### config.mk
export PLATFORM = sky130hd
export DESIGN_NAME = pgc_rank
export DESIGN_NICKNAME = d
export VERILOG_FILES = /design/src/hw/rtl/percentile_group_classifier_macros.svh /design/src/hw/rtl/pgc_pkg.sv /design/src/hw/rtl/pgc_rank.sv
export SDC_FILE = /design/constraint.sdc
export NUM_CORES = 1
export LEC_CHECK = 0
export BUFFER_PORTS_ARGS = -buffer_cell sky130_fd_sc_hd__buf_2
export CAP_MARGIN = 0
export CORE_AREA = 3 3 135 137
export DETAILED_ROUTE_END_ITERATION = 7
export DIE_AREA = 0 0 138 140
export PLACE_DENSITY = 0.69
export SETUP_SLACK_MARGIN = 0.2
export SYNTH_ARGS = -nofsm -noshare
export SYNTH_HDL_FRONTEND = slang
export SYNTH_SLANG_ARGS = --single-unit
export TNS_END_PERCENT = 30
### constraint.sdc
create_clock -name clk_i -period 8.7 [get_ports clk_i]
set_input_delay 0.87 -clock clk_i [delete_from_list [all_inputs] [get_ports clk_i]]
set_output_delay 0.87 -clock clk_i [all_outputs]
set_load 0.05 [all_outputs]
### src/hw/rtl/percentile_group_classifier_macros.svh
// Assertion helpers shared by the classifier RTL.
`ifndef PERCENTILE_GROUP_CLASSIFIER_MACROS_SVH
`define PERCENTILE_GROUP_CLASSIFIER_MACROS_SVH

// Same-cycle implication, checked out of reset.
`define PGC_ASSERT_NOW(label, ante, cons, msg) \
  label: assert property (@(posedge clk_i) disable iff (!rst_ni) (ante) |-> (cons)) \
    else $error(msg);

// Next-cycle implication, checked out of reset.
`define PGC_ASSERT_NEXT(label, ante, cons, msg) \
  label: assert property (@(posedge clk_i) disable iff (!rst_ni) (ante) |=> (cons)) \
    else $error(msg);

`endif

### src/hw/rtl/pgc_pkg.sv
package pgc_pkg;

  localparam int unsigned DEF_MAX_VALUES = 256;
  localparam int unsigned DEF_MAX_GROUPS = 8;
  localparam int unsigned DEF_VALUE_BITS = 32;

  localparam int unsigned NUM_BOUNDS  = 8;
  localparam int unsigned BOUND_BITS  = 7;
  localparam int unsigned BOUNDS_BITS = NUM_BOUNDS * BOUND_BITS;
  localparam int unsigned GCNT_BITS   = 4;
  localparam int unsigned GIDX_BITS   = 4;

  localparam logic [BOUND_BITS-1:0] PCT_FULL = 7'd100;
  localparam logic [BOUND_BITS-1:0] PCT_HALF = 7'd50;

  // floor(x/100) = (x * RECIP_100) >> RECIP_SHIFT, exact for x below 2^30
  localparam int unsigned RECIP_BITS  = 26;
  localparam int unsigned RECIP_SHIFT = 32;
  localparam logic [RECIP_BITS-1:0] RECIP_100 = 26'd42949673;

  localparam logic [1:0] CMD_LOAD     = 2'd0;
  localparam logic [1:0] CMD_FINISH   = 2'd1;
  localparam logic [1:0] CMD_CLASSIFY = 2'd2;

  localparam logic [1:0] ST_OK        = 2'd0;
  localparam logic [1:0] ST_FULL      = 2'd1;
  localparam logic [1:0] ST_EMPTY     = 2'd2;
  localparam logic [1:0] ST_NOT_READY = 2'd3;

  localparam logic CFG_GROUP_COUNT  = 1'b0;
  localparam logic CFG_GROUP_BOUNDS = 1'b1;

  localparam logic [GCNT_BITS-1:0]   RST_GROUP_COUNT  = 4'd1;
  localparam logic [BOUNDS_BITS-1:0] RST_GROUP_BOUNDS = 56'd100;

  // hand-off from the sequencer to the rank unit
  typedef struct packed {
    logic             load;
    logic [BOUND_BITS-1:0] pct;
  } rank_req_t;

endpackage

### src/hw/rtl/pgc_rank.sv
module pgc_rank import pgc_pkg::*; #(
  parameter int unsigned MAX_VALUES = DEF_MAX_VALUES,
  localparam int unsigned CW = $clog2(MAX_VALUES + 1),
  localparam int unsigned IW = $clog2(MAX_VALUES)
) (
  input  logic          clk_i,
  input  rank_req_t     req_i,
  input  logic [CW-1:0] n_i,
  output logic [IW-1:0] rank_o
);

  localparam int unsigned XW = CW + BOUND_BITS;
  localparam int unsigned PW = XW + RECIP_BITS;
  localparam int unsigned RW = PW - RECIP_SHIFT;

  logic [XW-1:0] x_q;
  logic [PW-1:0] prod;
  logic [RW-1:0] raw;
  logic [XW-1:0] raw_x;
  logic [XW-1:0] top_x;

  // first stage: n * pct + 50
  always_ff @(posedge clk_i) begin
    if (req_i.load) begin
      x_q <= XW'(n_i) * XW'(req_i.pct) + XW'(PCT_HALF);
    end
  end

  // second stage: divide by 100 through the reciprocal, clamp at n - 1
  assign prod  = PW'(x_q) * PW'(RECIP_100);
  assign raw   = prod[PW-1:RECIP_SHIFT];
  assign raw_x = XW'(raw);
  assign top_x = XW'(n_i) - XW'(1);
  assign rank_o = (raw_x > top_x) ? top_x[IW-1:0] : raw_x[IW-1:0];

endmodule

# Yosys cells after proc, flatten, opt, wreduce, memory -nomap -nowiden
# Cells that the tools add are included.
# W data, S select, Z words.
[word_totals]
regBits = 16
out_inout_bits = 8
[op_classes]
addsub = 2
n_mul = 2
magnitude_cmp = 1
mux = 1
[ops]
columns = ["operator", "n"]
rows = [
  ["$mul A16 B26 Y42 const B", 1],
  ["$add A16 B6 Y16 const B", 1],
  ["$gt A10 B16 Y1", 1],
  ["$mul A9 B7 Y16", 1],
  ["$sub A9 B1 Y10 const B", 1],
  ["$mux W8", 1],
]

# Depth between registers and ports, before layout
[logic_depth]
depth_word = 3
ltp_mapped = 29
ltp_nobuf = 28

# Worst setup path after synthesis
# OpenSTA, ideal clock, no wires.
[synth_timing]
path_kind = "register -> output"
start = "register x_q[10]"
end = "output rank_o[5]"
arrival_ps = 8015
required_time_ps = 7830
path_slack_ps = -185
path_stages_with_launch = 26
path_buffers = 1
cell_sequence = "edfxtp_1 > fa_1 > inv_1 > fa_1 > inv_1 > fa_1 > fa_1 > fa_1 > fa_1 > ha_1 > nand3_1 > nor3_1 > a2111oi_2 > o311ai_1 > a31o_4 > a21o_1 > xor2_1 > ha_1 > a21o_1 > a21oi_1 > o221ai_1 > a221oi_4 > nor2_1 > clkbuf_8 > a21o_1 > a211oi_1"
[synth_via]
elab_chain_len = 3
[synth_lines]
columns = ["item", "line_no", "source"]
rows = [
  ["start: declaration", "pgc_rank.sv:16", "logic [XW-1:0] x_q;"],
  ["start signal: assignment", "pgc_rank.sv:25", "x_q <= XW'(n_i) * XW'(req_i.pct) + XW'(PCT_HALF);"],
  ["$mul A16 B26 Y42 *", "pgc_rank.sv:30", "assign prod = PW'(x_q) * PW'(RECIP_100);"],
  ["$gt A10 B16 Y1", "pgc_rank.sv:34", "assign rank_o = (raw_x > top_x) ? top_x[IW-1:0] : raw_x[IW-1:0];"],
  ["$mux W8 *", "pgc_rank.sv:34", ""],
  ["end: declaration", "pgc_rank.sv:9", "output logic [IW-1:0] rank_o"],
]
# Mark *: on every way between the ends. The rest lies on a longest branch, timed or not.

# Final worst setup path
[layout_timing]
start = "register x_q[4]"
end = "output rank_o[7]"
# The elaborated chain is that of the path after synthesis.

==> flow_metrics.py <==
metrics = {
    "run_status": {
        "status": "complete, no violations",
    },
    "synthesis": {
        "post_synth_most_frequent_cells": "inv_1 (270), ha_1 (210), fa_1 (157)",
        "synth_top_area_share_pct": 33.8,
        "synth_compound_area_share_pct": 9.35,
        "synth_top_family_by_area": "adder cells",
        "muxShareOfSynthArea_pct": 0,
        "synth_ff_type": "edfxtp_1",
        "avgSynthCellArea_um2": 9.49,
        "seq_area_frac_synth_pct": 5.17,
        "syn_nets": 1365,
        "yosysWarnings": 0,
        "synth-xor-area-share_pct": 2.26,
        "synth-simple-area-share_pct": 9.33,
        "synth_top_area_cell": "fa_1",
        "yosys.area_share.adder_pct": 62.1,
        "ys_ff_latch": 16,
        "ys_async_sr_fraction_pct": 0,
        "synth_edf_count": 16,
        "syn_area_um2": 9300,
        "synth.distinct_cells": 60,
        "yosysMostFrequentCell": "inv_1",
        "syn-instance-count": 980,
        "synthTopCellsByArea": "fa_1 (34%), ha_1 (28%), inv_1 (11%)",
    },
    "drt": {
        "vias_per_cell": 5.32,
        "drt-initial-drc-count": 277,
        "wl_per_cell_um": 16.7,
        "vias": 6692,
        "ant_nets": 0,
        "drt_wl_total_mm": 21.0,
        "drc": 0,
        "drt_pass1_iterations": 5,
    },
    "clock_network": {
        "cts.path.max_buffers": 2,
        "cts_tree": "done",
        "htree_levels": 1,
        "numClockSinks": 16,
        "cts_buffers": 3,
        "cts_hold_repair.buffers": 0,
        "cts_root_buf": "clkbuf_16",
        "clk_pin_slew_ns": 0.05,
    },
    "global_route": {
        "grt_pass1_vias": 7004,
        "grt_pass1_wl_mm": 34.2,
        "grt_max_degree": 17,
        "antenna_found_initial": 0,
        "track_usage_pct": 21.7,
        "overflow": 0,
    },
    "job": {
        "maxCapViolations": 0,
    },
    "floorplan": {
        "ios": 26,
        "die-area_um2": 19300,
        "core_area_um2": 17200,
        "die_w_um": 138,
        "dieHeight_um": 140,
        "rows": 48,
        "start_util_pct": 54.1,
    },
    "final_layout": {
        "fin_nets": 1419,
        "area_delta_synth_final_pct": 12.1,
        "layout.cells.non_filler": 1258,
        "largest_register_ffs": 16,
        "n_antenna_cell": 0,
        "drive_above_1_share_pct": 12.2,
        "final_area_um2": 10400,
        "regMostFlops": "x_q",
        "largestRegisters": "x_q (16)",
        "fillers": 1546,
    },
    "sta": {
        "whs_ns": 1.06,
        "post-route-min-period_ns": 8.31,
        "rsz0062_at_grt": "no",
        "period_share_pct": 95.5,
        "worst_pin_slew_ns": 0.520,
        "maxSlewViolCount": 0,
        "hold_violations": 0,
        "setup_viol_count_final": 0,
        "max_freq_mhz": 120,
        "fin_setup_tns_ns": 0,
        "relSlewSlack_pct": 65.1,
    },
    "critical_path": {
        "critPathCaptureType": "output port",
        "cp_max_fo": 7,
        "cp-start-kind": "register",
        "arrival_ns": 7.44,
        "crit_type": "register to output port",
        "cp_data_required_time_ns": 7.83,
    },
    "worst_hold_path": {
        "min_path_type": "input pin to register",
    },
    "place": {
        "gp_congestion": 0.951,
        "dp.cells": 1232,
        "dpl_cell_area_um2": 9740,
        "hpwl_mm": 18.6,
        "place.port_buffers": 25,
    },
}
## timing repair
item | CTS | global route
setup buffers | 9 | 13
resized for setup | 19 | 64
pin swaps | 7 | 35
setup endpoints to repair | 7 | 8
## final timing paths
kind / from / end / cells after the start
hold / removal: n_i[0] / x_q[0] / 2
setup / recovery: x_q[4] / rank_o[7] / 27
## metrics by stage
step	utilization [%]	setup WS [ns]
floorplan	-	-0.100
global placement	56.7	0.250
detailed placement	56.7	0.116
CTS	57.9	0.201
global route	60.7	0.138
finish	60.7	0.394
## layout by cell type, fill, tap and decap left out, drive strengths merged, types with 9 or more instances in the layout
| cell | n |
|---|---|
| inv | 270 |
| ha | 210 |
| fa | 157 |
| buf | 61 |
| nand2 | 50 |
| and2 | 39 |
| a21oi | 36 |
| nor2 | 23 |
| a21o | 22 |
| o21ai | 17 |
| edfxtp | 16 |
| xnor2 | 13 |
| xor2 | 11 |
| nand4 | 10 |
| nor3 | 10 |
| nand2b | 9 |
## final cells by class
class | count | area, um^2 | area share, %
clock buffers | 3 | 75.1 | 0.720
repair buffers | 62 | 442 | 4.24
flip-flops and latches | 16 | 480 | 4.61
well taps | 225 | 282 | 2.70
clock inverters | 1 | 3.75 | 0.0360
multi-input cells | 681 | 8130 | 78.0
inverters | 270 | 1010 | 9.73
## cells by family (layout without fill, tap and decap cells)
kind of cell               count (synthesis)  after routing
buffers and inverters                    283            336
DFF                                       16             16
adders and majority gates                367            367
and+or+nand+nor                          167            167
AOI/OAI and AO/OA                        123            123
xor gates and xnor gates                  24             24
## worst max-delay path: stages (launching register included)
cell	delay, ns
edfxtp_1	0.43
fa_1	0.60
inv_2	0.05
fa_2	0.53
inv_1	0.05
fa_1	0.47
fa_2	0.50
fa_1	0.54
inv_1	0.05
fa_1	0.54
inv_2	0.06
ha_4	0.17
a21oi_4	0.18
nor3_4	0.06
a2111oi_4	0.28
o311ai_2	0.14
a31o_4	0.28
a21o_1	0.21
xor2_1	0.16
ha_1	0.30
a21o_1	0.17
a21oi_2	0.13
o221ai_2	0.13
a221oi_4	0.41
nor2_4	0.13
buf_6	0.17
o31ai_1	0.19
clkbuf_4	0.27
## metal layers
layer | up-vias | routed length (um) | track usage (%)
met4 | 0 | 554 | 4.84
met5 | - | 0 | 0
met2 | 145 | 10700 | 38.2
met3 | 35 | 1100 | 3.72
met1 | 3271 | 8650 | 28.3
li1 | 3241 | - | -
Power is left out: the tool's default activity adds up to more than one toggle a clock period on the data nets, which glitch-free logic cannot reach.
