`src/hw/rtl/percentile_group_classifier_macros.svh`:
```
// Assertion helpers shared by the classifier RTL.
`ifndef PERCENTILE_GROUP_CLASSIFIER_MACROS_SVH
`define PERCENTILE_GROUP_CLASSIFIER_MACROS_SVH

// Same-cycle implication, checked out of reset.
`define PGC_ASSERT_NOW(label, ante, cons, msg) \
  label: assert property (@(posedge clk_i) disable iff (!rst_ni) (ante) |-> (cons)) \
    else $error(msg);

// Next-cycle implication, checked out of reset.
`define PGC_ASSERT_NEXT(label, ante, cons, msg) \
  label: assert property (@(posedge clk_i) disable iff (!rst_ni) (ante) |=> (cons)) \
    else $error(msg);

`endif

```
`src/hw/rtl/pgc_pkg.sv`:
```
package pgc_pkg;

  localparam int unsigned DEF_MAX_VALUES = 256;
  localparam int unsigned DEF_MAX_GROUPS = 8;
  localparam int unsigned DEF_VALUE_BITS = 32;

  localparam int unsigned NUM_BOUNDS  = 8;
  localparam int unsigned BOUND_BITS  = 7;
  localparam int unsigned BOUNDS_BITS = NUM_BOUNDS * BOUND_BITS;
  localparam int unsigned GCNT_BITS   = 4;
  localparam int unsigned GIDX_BITS   = 4;

  localparam logic [BOUND_BITS-1:0] PCT_FULL = 7'd100;
  localparam logic [BOUND_BITS-1:0] PCT_HALF = 7'd50;

  // floor(x/100) = (x * RECIP_100) >> RECIP_SHIFT, exact for x below 2^30
  localparam int unsigned RECIP_BITS  = 26;
  localparam int unsigned RECIP_SHIFT = 32;
  localparam logic [RECIP_BITS-1:0] RECIP_100 = 26'd42949673;

  localparam logic [1:0] CMD_LOAD     = 2'd0;
  localparam logic [1:0] CMD_FINISH   = 2'd1;
  localparam logic [1:0] CMD_CLASSIFY = 2'd2;

  localparam logic [1:0] ST_OK        = 2'd0;
  localparam logic [1:0] ST_FULL      = 2'd1;
  localparam logic [1:0] ST_EMPTY     = 2'd2;
  localparam logic [1:0] ST_NOT_READY = 2'd3;

  localparam logic CFG_GROUP_COUNT  = 1'b0;
  localparam logic CFG_GROUP_BOUNDS = 1'b1;

  localparam logic [GCNT_BITS-1:0]   RST_GROUP_COUNT  = 4'd1;
  localparam logic [BOUNDS_BITS-1:0] RST_GROUP_BOUNDS = 56'd100;

  // hand-off from the sequencer to the rank unit
  typedef struct packed {
    logic             load;
    logic [BOUND_BITS-1:0] pct;
  } rank_req_t;

endpackage

```
`src/hw/rtl/pgc_cell.sv`:
```
module pgc_cell import pgc_pkg::*; #(
  parameter int unsigned VALUE_BITS = DEF_VALUE_BITS
) (
  input  logic                         clk_i,
  input  logic                         ins_i,
  input  logic                         rot_i,
  input  logic                         occ_i,
  input  logic signed [VALUE_BITS-1:0] v_i,
  input  logic signed [VALUE_BITS-1:0] prev_val_i,
  input  logic                         prev_gt_i,
  output logic signed [VALUE_BITS-1:0] val_o,
  output logic                         gt_o
);

  logic signed [VALUE_BITS-1:0] val_q;

  assign val_o = val_q;
  // stored value lies above the incoming one: it moves up one place
  assign gt_o  = occ_i && (v_i < val_q);

  always_ff @(posedge clk_i) begin
    if (rot_i) begin
      val_q <= prev_val_i;
    end else if (ins_i) begin
      if (prev_gt_i) begin
        val_q <= prev_val_i;
      end else if (!occ_i || gt_o) begin
        val_q <= v_i;
      end
    end
  end

endmodule

```
`config.mk`:
```
export PLATFORM = sky130hd
export DESIGN_NAME = pgc_cell
export DESIGN_NICKNAME = d
export VERILOG_FILES = /design/src/hw/rtl/percentile_group_classifier_macros.svh /design/src/hw/rtl/pgc_pkg.sv /design/src/hw/rtl/pgc_cell.sv
export SDC_FILE = /design/constraint.sdc
export NUM_CORES = 1
export LEC_CHECK = 0
export BUFFER_PORTS_ARGS = -buffer_cell sky130_fd_sc_hd__buf_2
export CORE_MARGIN = 3
export CORE_UTILIZATION = 51
export CTS_BUF_LIST = sky130_fd_sc_hd__clkbuf_16
export CTS_CLUSTER_SIZE = 20
export DETAILED_ROUTE_END_ITERATION = 7
export PLACE_DENSITY = 0.87
export SYNTH_ARGS = -nofsm -noshare
export SYNTH_HDL_FRONTEND = slang
export SYNTH_SLANG_ARGS = --single-unit
```
`constraint.sdc`:
```
create_clock -name clk_i -period 7 [get_ports clk_i]
set_clock_uncertainty 0.2 [all_clocks]
set_input_delay 1.4 -clock clk_i [delete_from_list [all_inputs] [get_ports clk_i]]
set_output_delay 1.4 -clock clk_i [all_outputs]
set_load 0.1 [all_outputs]
```
# Yosys cells after proc, flatten, opt, wreduce, memory -nomap -nowiden
# Index checks and enable logic that the tools add are counted.
[totals]
ff_bits = 32
input_bits = 69
wordCells = 12
out_inout_bits = 33
[op_classes]
reduce_logical = 6
magnitude_cmp = 1
muxes = 4
[op_table]
columns = ["operator", "count"]
rows = [
  ["2-to-1 mux 32 bit", 4],
  ["< comparator 32 bit", 1],
  ["nonzero test 3 bit", 1],
  ["AND reduction 2 bit", 1],
  ["nonzero test 2 bit", 1],
  ["logical AND 1 bit", 1],
  ["logical NOT 1 bit", 1],
  ["logical OR 1 bit", 1],
]

# Longest topological paths before layout
# Gate-level depths: netlist (run 1).
[depth]
ltp_word = 7
mapped_depth = 8
depth_no_buf = 8

# Least setup slack after synthesis (run 1)
# No wires, ideal clock.
[synth_timing]
path_kind = "input to output"
start = "input port v_i[31]"
end = "output port gt_o"
n_path_buf = 0
slack_ns = 2.169
t_required_ns = 5.400
arrival_ns = 3.231
path_stages = 7
cell_sequence = "ha_1 and4_1 and2_1 a22oi_2 nand4_1 a21oi_2 o21a_1"
[synth_between]
elab_chain_len = 2
[synth_lines]
columns = ["item", "line", "rtl"]
rows = [
  ["start: declaration", "pgc_cell.sv:8", "input logic signed [VALUE_BITS-1:0] v_i,"],
  ["< comparator 32 bit", "pgc_cell.sv:19", "assign gt_o = occ_i && (v_i < val_q);"],
  ["logical AND 1 bit", "pgc_cell.sv:19", ""],
  ["end: declaration", "pgc_cell.sv:12", "output logic gt_o"],
]
# Every way passes these cells.

# Worst setup path in the final report (run 1)
# Ends and elaborated chain as after synthesis.

==> results.json, run 1 <==
{
  "relSlewSlack_pct": 39.9,
  "finalWorstSetupSlack_ns": 2.17,
  "yosysSeqAreaShare_pct": 44.2,
  "chipHeight_um": 71.3,
  "root_buffer": "clkbuf_16",
  "fin_util_pct": 70.8,
  "path_cells": "buf_2 > ha_1 > and4_1 > and2_1 > a22oi_2 > nand4_1 > a21oi_2 > o21a_1 > buf_2",
  "core_area_sq_mm": 0.00406,
  "async_flop_share_pct": 0,
  "antennaDiodeCount": 0,
  "track_usage_pct": 20.3,
  "clkTransAtPathRegs_ns": 0.05,
  "wl_met1_um": 1860,
  "vias": 1750,
  "finalCritPeriodShare_pct": 69.0,
  "synth_nets": 286,
  "cp_common_cell": "buf_2",
  "synth_area_sq_mm": 0.00217,
  "clock-sinks": 32,
  "grt_pass1_vias": 1904,
  "routed_wl_um": 4830,
  "cts_made_buffers": 5,
  "final_cell_count_no_fill": 342,
  "drc": 0,
  "drive_gt1_share_pct": 50.3,
  "min-delay-start": "prev_val_i[15]",
  "clk_path_buf_depth": 2,
  "fin_crit_ns": 4.83,
  "hold_viol_final": 0,
  "num-nets-final": 391,
  "start_util_pct": 53.6,
  "power-per-cell-area_mw_per_mm2": 249,
  "largest_reg_flops": 32,
  "dp_cells": 334,
  "grt_max_degree": 34,
  "tritoncts": "done",
  "synth_edf_count": 32,
  "synth_top_cells_by_area": "edfxtp_1 44%, ha_1 18%, mux2_2 17%",
  "drtAntennaViolNets": 0,
  "holdPathStages": 2,
  "ir_drop_mv": 0.197,
  "gr-total-overflow": 0,
  "port_buffers": 101,
  "cpMaxStageDelayCell": "buf_2",
  "crit_start": "v_i[31]",
  "multi_input_area_sq_mm": 0.00109,
  "post_drt_via_cell_ratio": 5.12,
  "firstDrtPassIters": 4,
  "synth.avg_cell_area_sq_um": 11.7,
  "wl_met2_um": 2550,
  "io_pins": 102,
  "insertion_delay_ns": 0.27,
  "synth_warnings": 0,
  "met3WireLength_um": 368,
  "setup_viol": 0,
  "postCtsResizedCells": 0,
  "ys_seq_elements": 32,
  "p_leak_uw": 0.00145,
  "netlist_instances": 186,
  "status": "finished, final reports clean",
  "timing.max_cap.violations": 0,
  "ctsHoldBuffers": 0,
  "tns_ns": 0,
  "crit_arrival_ns": 3.23,
  "max_stage_delay_ns": 0.43,
  "grt_first_pass_wirelength_um": 8020,
  "r2r_cells": 7,
  "crit_type": "input pin to output pin",
  "fmax_ghz": 0.207,
  "crit_fanout": 3,
  "globalplace.congestion": 0.720,
  "cts_max_level": 2,
  "wire_per_inst_um": 14.1,
  "dieArea_sq_mm": 0.00508,
  "drv_slew": 0,
  "ys.flop_type": "edfxtp_1",
  "hold_path.class": "input pin to flip-flop",
  "cts_setup_buffers": 0,
  "rsz0062_at_grt": "false",
  "yosys-top-cells-count": "32 x edfxtp_1, 32 x mux2_2, 31 x ha_1, 31 x inv_1",
  "worst_pin_slew_ns": 0.900,
  "synthDistinctLibCells": 27,
  "first_iter_violations": 44,
  "post-dp-hpwl_um": 3800,
  "fillers": 307,
  "highest_layer": "met4",
  "rr_startpoint": "val_o[1]$_DFFE_PP_",
  "antenna_found_initial": 0,
  "synth_top_area_share_pct": 44.2,
  "rows": 23,
  "pre_cts_slack_ns": 2.16,
  "syn_to_final_growth_pct": 32.2,
  "regArea_sq_um": 961,
  "endpoint_kind": "output pin",
  "chipWidth_um": 71.3,
  "critPathLaunchType": "input pin",
  "cp.required_ns": 5.40,
  "synth_largest_area_cell": "edfxtp_1"
}
==> where the power goes <==
part | total (uW) | switching [uW] | internal, uW
combinational | 268 | 201 | 67.3
sequential | 244 | 8.84 | 236
clock | 204 | 75.4 | 129
==> critical path, delay by kind of cell <==
kind	cells	cell delay (ns)
AOI/OAI and AO/OA	3	0.43
adders and majority gates	1	0.32
buffers and inverters	2	0.55
and+or+nand+nor	3	0.54
==> kinds of logic (layout without fill, tap and decap cells) <==
kind of cell,after synthesis,after routing,synth area share (%)
buffers and inverters,34,140,6.04
muxes,32,32,16.6
DFF,32,32,44.2
adders and majority gates,31,31,17.8
and+or+nand+nor,29,29,6.79
AOI/OAI and AO/OA,28,28,8.52
==> final cells by class <==
type | count | share of cell area (%)
clock buffer | 5 | 4.35
clock inverter | 3 | 0.479
inverter | 31 | 4.05
multi-input combinational | 120 | 37.9
sequential | 32 | 33.4
tap | 50 | 2.18
timing repair buffer | 101 | 17.6
==> cell usage in the layout, fill, tap and decap left out, types with 5 or more instances in the layout <==
| cell | Yosys | layout |
|---|---|---|
| buf_2 | 3 | 101 |
| edfxtp_1 | 32 | 32 |
| clkbuf_16 | 0 | 5 |
| mux2_2 | 32 | 32 |
| nand2_1 | 11 | 11 |
| ha_1 | 31 | 31 |
| inv_1 | 31 | 31 |
| o21ai_0 | 5 | 5 |
| a21oi_1 | 11 | 11 |
==> worst paths after layout <==
kind                               to  slack (ns)
setup reg to reg  val_o[26]$_DFFE_PP_        4.17
setup / recovery                 gt_o        2.17
hold reg to reg    val_o[1]$_DFFE_PP_        1.41
hold / removal    val_o[15]$_DFFE_PP_        1.23
==> stage by stage <==
step           hold WS [ns]  power, uW  instance area [sq um]
2_1_floorplan          1.42        459                   2170
3_3_place_gp           1.39        510                   2740
3_5_place_dp           1.43        516                   2740
4_1_cts                1.22        723                   2870
5_1_grt                1.22        752                   2870
6_report               1.23        717                   2870
==> metal layers <==
| metal | global-route usage, % | vias to the layer above |
|---|---|---|
| met3 | 7.15 | 6 |
| li1 | - | 889 |
| met1 | 20.8 | 796 |
| met2 | 38.0 | 59 |
| met4 | 6.47 | 0 |
| met5 | 0 | - |
Power figures use the tool's default switching activity.
==> run 2, diff against run 1 <==
Settings changed: CORE_UTILIZATION 51 to 47, PLACE_DENSITY 0.87 to 0.81.
Clock period 7 ns to 4.8 ns, I/O delays scaled along.
==> results.json, run 2 (same netlist as run 1, synthesis figures left out) <==
{
  "drive_gt1_share_pct": 49.8,
  "rows": 24,
  "crit_fanout": 3,
  "grt_pass1_vias": 1735,
  "cts_setup_buffers": 0,
  "fin_util_pct": 65.3,
  "placed_area_sq_mm": 0.00275,
  "max_stage_delay_ns": 0.42,
  "ctsHoldBuffers": 0,
  "status": "finished, final reports clean",
  "worst-path-buf-inv": 2,
  "grt_max_degree": 33,
  "dieArea_sq_mm": 0.00548,
  "chipWidth_um": 74,
  "fin_crit_ns": 3.99,
  "clk_path_buf_depth": 2,
  "hold_viol_final": 0,
  "tritoncts": "done",
  "cp.required_ns": 3.64,
  "drc": 0,
  "cpMaxStageDelayCell": "buf_2",
  "largest_reg_flops": 32,
  "cts_made_buffers": 5,
  "path_depth": 9,
  "setup_viol": 0,
  "cp_common_cell": "buf_2",
  "gr-total-overflow": 0,
  "post_drt_via_cell_ratio": 5.03,
  "insertion_delay_ns": 0.26,
  "critPathLaunchType": "input pin",
  "chipHeight_um": 74,
  "track_usage_pct": 17.3,
  "min-delay-start": "prev_val_i[23]",
  "antenna_found_initial": 0,
  "dp_cells": 338,
  "r2r_cells": 9,
  "drtAntennaViolNets": 0,
  "clock-sinks": 32,
  "timing.max_cap.violations": 0,
  "grt_first_pass_wirelength_um": 7330,
  "drv_slew": 0,
  "post-dp-hpwl_um": 3870,
  "first_iter_violations": 36,
  "tns_ns": 0,
  "routed_wl_um": 4670,
  "wire_per_inst_um": 13.5,
  "endpoint_kind": "output pin",
  "io_pins": 102,
  "p_leak_uw": 0.00146,
  "final_common_cell": "buf_2",
  "crit_arrival_ns": 2.83,
  "postCtsResizedCells": 0,
  "num-nets-final": 393,
  "globalplace.congestion": 0.768,
  "antennaDiodeCount": 0,
  "crit_family": "simple AND/OR/NAND/NOR gates",
  "cts_max_level": 2,
  "crit_start": "v_i[31]",
  "firstDrtPassIters": 4,
  "root_buffer": "clkbuf_16",
  "ir_drop_mv": 0.219,
  "fmax_ghz": 0.251,
  "final_cell_count_no_fill": 345,
  "power-per-cell-area_mw_per_mm2": 357,
  "hold_path.class": "input pin to flip-flop",
  "rsz0062_at_grt": "false",
  "multi_input_area_sq_mm": 0.00109,
  "stdcell_area_sq_mm": 0.00288,
  "start_util_pct": 49.2,
  "final_cell_mix": "101 x buf_2, 32 x mux2_2, 32 x edfxtp_1",
  "crit_type": "input pin to output pin",
  "relSlewSlack_pct": 66.8,
  "holdPathStages": 2,
  "vias": 1737,
  "rr_startpoint": "val_o[31]$_DFFE_PP_",
  "core_area_sq_mm": 0.00441,
  "regArea_sq_um": 961,
  "clkTransAtPathRegs_ns": 0.05,
  "finalCritPeriodShare_pct": 83.2,
  "fillers": 367,
  "worst_pin_slew_ns": 0.501,
  "path_cells": "buf_2 > ha_1 > and4_1 > and2_1 > a22oi_2 > nand4_1 > a21oi_2 > o21a_1 > buf_2",
  "syn_to_final_growth_pct": 32.7,
  "port_buffers": 101
}
[run 2: cell count changes in the layout (fill, tap and decap cells not counted)]
| cell | delta |
|---|---|
| o32a_2 | -1 |
| clkinv_2 | -2 |
| clkinv_1 | +1 |
| o32a_1 | +1 |
| buf_4 | +2 |
[run 2: area by class of cell]
cell class                 count  share of cell area [%]
sequential                    32                    33.3
timing repair buffer         103                    18.0
clock inverter                 2                   0.260
clock buffer                   5                    4.34
inverter                      31                    4.03
tap                           52                    2.26
multi-input combinational    120                    37.7
[run 2: final timing paths]
path                          to  slack (ns)
max                         gt_o        0.81
min          val_o[23]$_DFFE_PP_        0.80
max reg2reg  val_o[16]$_DFFE_PP_        2.10
min reg2reg  val_o[31]$_DFFE_PP_        1.28
[run 2: layer usage]
metal / up-vias / global-route usage [%] / routed length [um]
li1: 885 / - / -
met1: 785 / 19.1 / 1830
met2: 65 / 33.4 / 2450
met3: 2 / 5.00 / 366
met4: 0 / 2.41 / 20
met5: - / 0 / 0
[run 2: metrics by stage]
stage	power, uW	hold WS [ns]	setup WS [ns]
floorplan	670	0.980	0.765
global placement	747	1.06	0.859
detailed placement	754	1.07	0.812
CTS	1040	0.794	0.809
global route	1090	0.790	0.703
finish	1030	0.797	0.808
[run 2: worst reg2reg max path, cell delays in order, from the launching register on]
cell and delay (ns):
edfxtp_1 0.37, inv_1 0.07, ha_1 0.24, and4_1 0.24
and2_1 0.19, a22oi_2 0.19, nand4_1 0.13, a21oi_2 0.16
o32a_1 0.17, buf_4 0.38
[run 2: report_power, final]
group	switching [uW]	total (uW)	internal, uW
Sequential	12.8	356	344
Combinational	291	390	98.4
Clock	99.4	284	185
Total	403	1030	627
